**config.mk**
```make
export PLATFORM = sky130hd
export DESIGN_NAME = bfs_ram
export DESIGN_NICKNAME = d
export VERILOG_FILES = /design/src/rtl/bfs_ram.sv
export SDC_FILE = /design/constraint.sdc
export NUM_CORES = 1
export LEC_CHECK = 0
export BUFFER_PORTS_ARGS = -buffer_cell sky130_fd_sc_hd__buf_4
export CAP_MARGIN = 25
export CORE_UTILIZATION = 40
export DETAILED_ROUTE_END_ITERATION = 6
export GPL_TIMING_DRIVEN = 1
export PLACE_DENSITY = 0.56
export SYNTH_ARGS = -nofsm -noshare
export SYNTH_HDL_FRONTEND = slang
export SYNTH_SLANG_ARGS = --single-unit
```
**constraint.sdc**
```tcl
create_clock -name clk -period 3.6 [get_ports clk]
set_clock_uncertainty 0.05 [all_clocks]
set_input_delay 0.18 -clock clk [delete_from_list [all_inputs] [get_ports clk]]
set_output_delay 0.18 -clock clk [all_outputs]
set_load 0.02 [all_outputs]
```
**src/rtl/bfs_ram.sv**
```systemverilog
// Generic single-write, single-read RAM with registered read data.
`timescale 1ns / 1ps

module bfs_ram #(
    parameter int WIDTH = 8,
    parameter int DEPTH = 16
) (
    input  logic                             clk,
    input  logic                             we,
    input  logic [$clog2(DEPTH)-1:0]         waddr,
    input  logic [WIDTH-1:0]                 wdata,
    input  logic                             re,
    input  logic [$clog2(DEPTH)-1:0]         raddr,
    output logic [WIDTH-1:0]                 rdata
);

    logic [WIDTH-1:0] mem [DEPTH];

    // write port
    always_ff @(posedge clk)
    begin
        if (we)
        begin
            mem[waddr] <= wdata;
        end
    end

    // registered read port
    always_ff @(posedge clk)
    begin
        if (re)
        begin
            rdata <= mem[raddr];
        end
    end

endmodule

```
==> qor.csv <==
stage,metric,value,unit
run_status,run status,"complete, no violations",
route,final WL,9920,um
critical_path,CP max stage cell,mux4_1,
synthesis,sequential area share after synthesis,78.1,%
power_and_ir_drop,Peak VDD IR,310,uV
placed_design,post-DP HPWL,5870,um
clock_tree,maximum clock path buffer count,2,
power_and_ir_drop,Cell Pwr Density,614,mW/mm^2
finish,most frequent cells in the layout,"edfxtp_1 (136), buf_4 (30), mux4_2 (18)",
placed_design,GPL Wtd Cong,0.692,
finish,layout cell share with drive strength beyond 1,28.2,%
floorplanning,Die Ht,116,um
timing,maximum operating frequency,633,MHz
synthesis,Synth Register Bits,136,
finish,Antenna Cells,0,
timing,total negative slack,0,ns
timing,RSZ-0062 raised after global routing,no,
synthesis,Cell variety after synth,18,
floorplanning,Die Width,116,um
synthesis,Syn. warnings,0,
timing,Worst-Margin Slew,0.986,ns
timing,final setup violation count,0,
clock_tree,CTS Hold Buffers Added,0,
timing,endpoints failing hold,0,
finish,finished layout cell area,0.00622,sq mm
route,routed length per placed instance,21.9,um
global_route,largest net degree at the start of global routing,33,
global_route,GRT Util Overall,16.6,%
clock_tree,clk sinks,136,
timing,final worst-path cycle share,43.9,%
power_and_ir_drop,Sw Ratio,19.4,%
route,drt first-iter violations,166,
critical_path,startpoint types,input port,
job,Max-Cap Viols,0,
route,vias,2385,
route,detailed-route DRC error count,0,
power_and_ir_drop,leakage,2.05,nW
synthesis,largest area contributor in the netlist,edfxtp_1,
power_and_ir_drop,Psw,0.000740,W
critical_path,crit-path cells,buf_4 > mux4_1 > a22oi_1 > nand2_1,
route,Final ANT Viol Nets,0,
critical_path,worst path bufs/invs,1,
power_and_ir_drop,Sequential Power Share,47.0,%
clock_tree,H-tree Lvls,4,
placed_design,input/output buffers,26,
route,vias per inst,5.28,
clock_tree,CTS tree,done,
synthesis,Synth Area per Inst,22.8,sq um
floorplanning,# IOs,27,
critical_path,Crit Path Max Fanout,32,
synthesis,post-synthesis instance total,229,
clock_tree,"Reg clk slew, reported paths",0.06,ns
clock_tree,total CTS buffers,17,
critical_path,Critical Path RT,3.71,ns
critical_path,Setup crit end kind,register,
floorplanning,initial core utilization,41.3,%
critical_path,WP data arrival,1.68,ns
clock_tree,Clock Latency Late Sink,0.41,ns
clock_tree,"Setup Fix Bufs, Post-CTS",0,
floorplanning,Placeable Area,0.0127,sq mm
finish,Area Overhead vs Synth,19.0,%
critical_path,"slowest stage delay, CP",0.63,ns
global_route,first-pass GRT wire length,14900,um
floorplanning,# rows,41,
worst_hold_path,worst hold path type,input port to register,
placed_design,Post-DP Area,0.00558,sq mm
route,DRT Pass-1 Iters,4,
synthesis,"top cells by area, synth","edfxtp_1 (78%), mux4_2 (7.8%), mux4_1 (7.0%)",
finish,"most common cell after layout, fill and taps aside",edfxtp_1,
global_route,initial antenna violation count,0,
synthesis,Syn Nets,248,
synthesis,post-synth top area share,78.1,%
power_and_ir_drop,cell-internal power,0.00308,W
floorplanning,area of the die,0.0135,sq mm
clock_tree,clock root cell,clkbuf_16,
synthesis,mapped cell area,0.00523,sq mm
critical_path,"CP delay by family, top",multiplexers,
finish,Nets,287,
power_and_ir_drop,Clk pwr share,48.5,%
critical_path,CP Class,input port to register,
timing,min cycle time layout,1.58,ns
global_route,number of global-route vias before repair,2484,
global_route,"Remaining Overflow, GRT",0,
clock_tree,PostCTS Resize Cnt,0,
power_and_ir_drop,Comb power frac,4.5,%
timing,Max-slew headroom,33.9,%
timing,Final Max Tran Viols,0,
==> layout make-up <==
type / count / area, sq um
multi-input combinational: 83 / 1060
clock buffer: 18 / 429
sequential: 136 / 4080
tap: 172 / 215
fill: 1046 / 6450
clock inverter: 13 / 203
timing repair buffer: 30 / 225
==> power by group through the flow <==
stage	Combinational (W)	Clock (W)	Sequential (W)
2_1_floorplan	0.0000900	0	0.00183
3_3_place_gp	0.000172	0	0.00183
3_5_place_dp	0.000174	0	0.00183
4_1_cts	0.000175	0.00187	0.00179
5_1_grt	0.000185	0.00195	0.00180
6_report	0.000171	0.00185	0.00179
==> cells by family after synthesis <==
group / count (synthesis) / synth area share, %
AO/OA/AOI/OAI: 16 / 2.30
buffers and inverters: 10 / 1.65
flip-flops: 136 / 78.1
multiplexers: 32 / 14.8
AND/OR/NAND/NOR: 35 / 3.14
==> per-layer routing <==
layer  global-route usage (%)  part of all wire, %
met5                        0                    0
met4                     7.95                  1.9
met3                     4.46                  2.9
met2                     24.8                   48
met1                     22.8                   47
==> flip-flops by register name (all words and copies together), names as in the netlist <==
signal  flops
mem       128
rdata       8
==> Yosys cell counts <==
master           count
nand3b_1             2
nand2b_1             2
a22oi_1             16
nor3_1               4
and2_1               1
mux4_2              18
nand3_1              1
and2b_1              1
buf_6                3
nand2_1              9
nor2_1              13
buf_4                1
mux4_1              14
or3b_2               1
edfxtp_1           136
clkdlybuf4s25_2      3
nor2b_1              1
buf_2                3
==> through the flow <==
| stage | hold slack (ns) | power [W] | util [%] | setup WS [ns] | std cells |
|---|---|---|---|---|---|
| CTS | 0.00633 | 0.00384 | 49.0 | 1.96 | 451 |
| floorplan | 0.229 | 0.00192 | - | 1.88 | 229 |
| detailed placement | 0.441 | 0.00200 | 44.0 | 1.53 | 420 |
| global route | 0.0113 | 0.00393 | 49.1 | 1.92 | 452 |
| finish | 0.0128 | 0.00382 | 49.1 | 2.02 | 452 |
| global placement | 0.439 | 0.00200 | 44.0 | 1.55 | 420 |
==> worst register-to-register path, delay by kind of cell, from the launching register on <==
family | cells | cell delay [ns]
flops | 1 | 0.36
mux | 1 | 0.51
simple gates | 1 | 0.10
compound gates | 1 | 0.29
==> final timing paths <==
kind / to / slack (ns) / startpoint / cells past startpoint
setup reg to reg: rdata[0] / 2.04 / mem[1][0] / 3
setup / recovery: rdata[0] / 2.02 / raddr[0] / 4
hold reg to reg: rdata[2] / 0.70 / mem[12][2] / 3
hold / removal: rdata[5] / 0.01 / re / 1
Power figures use the tool's default switching activity.
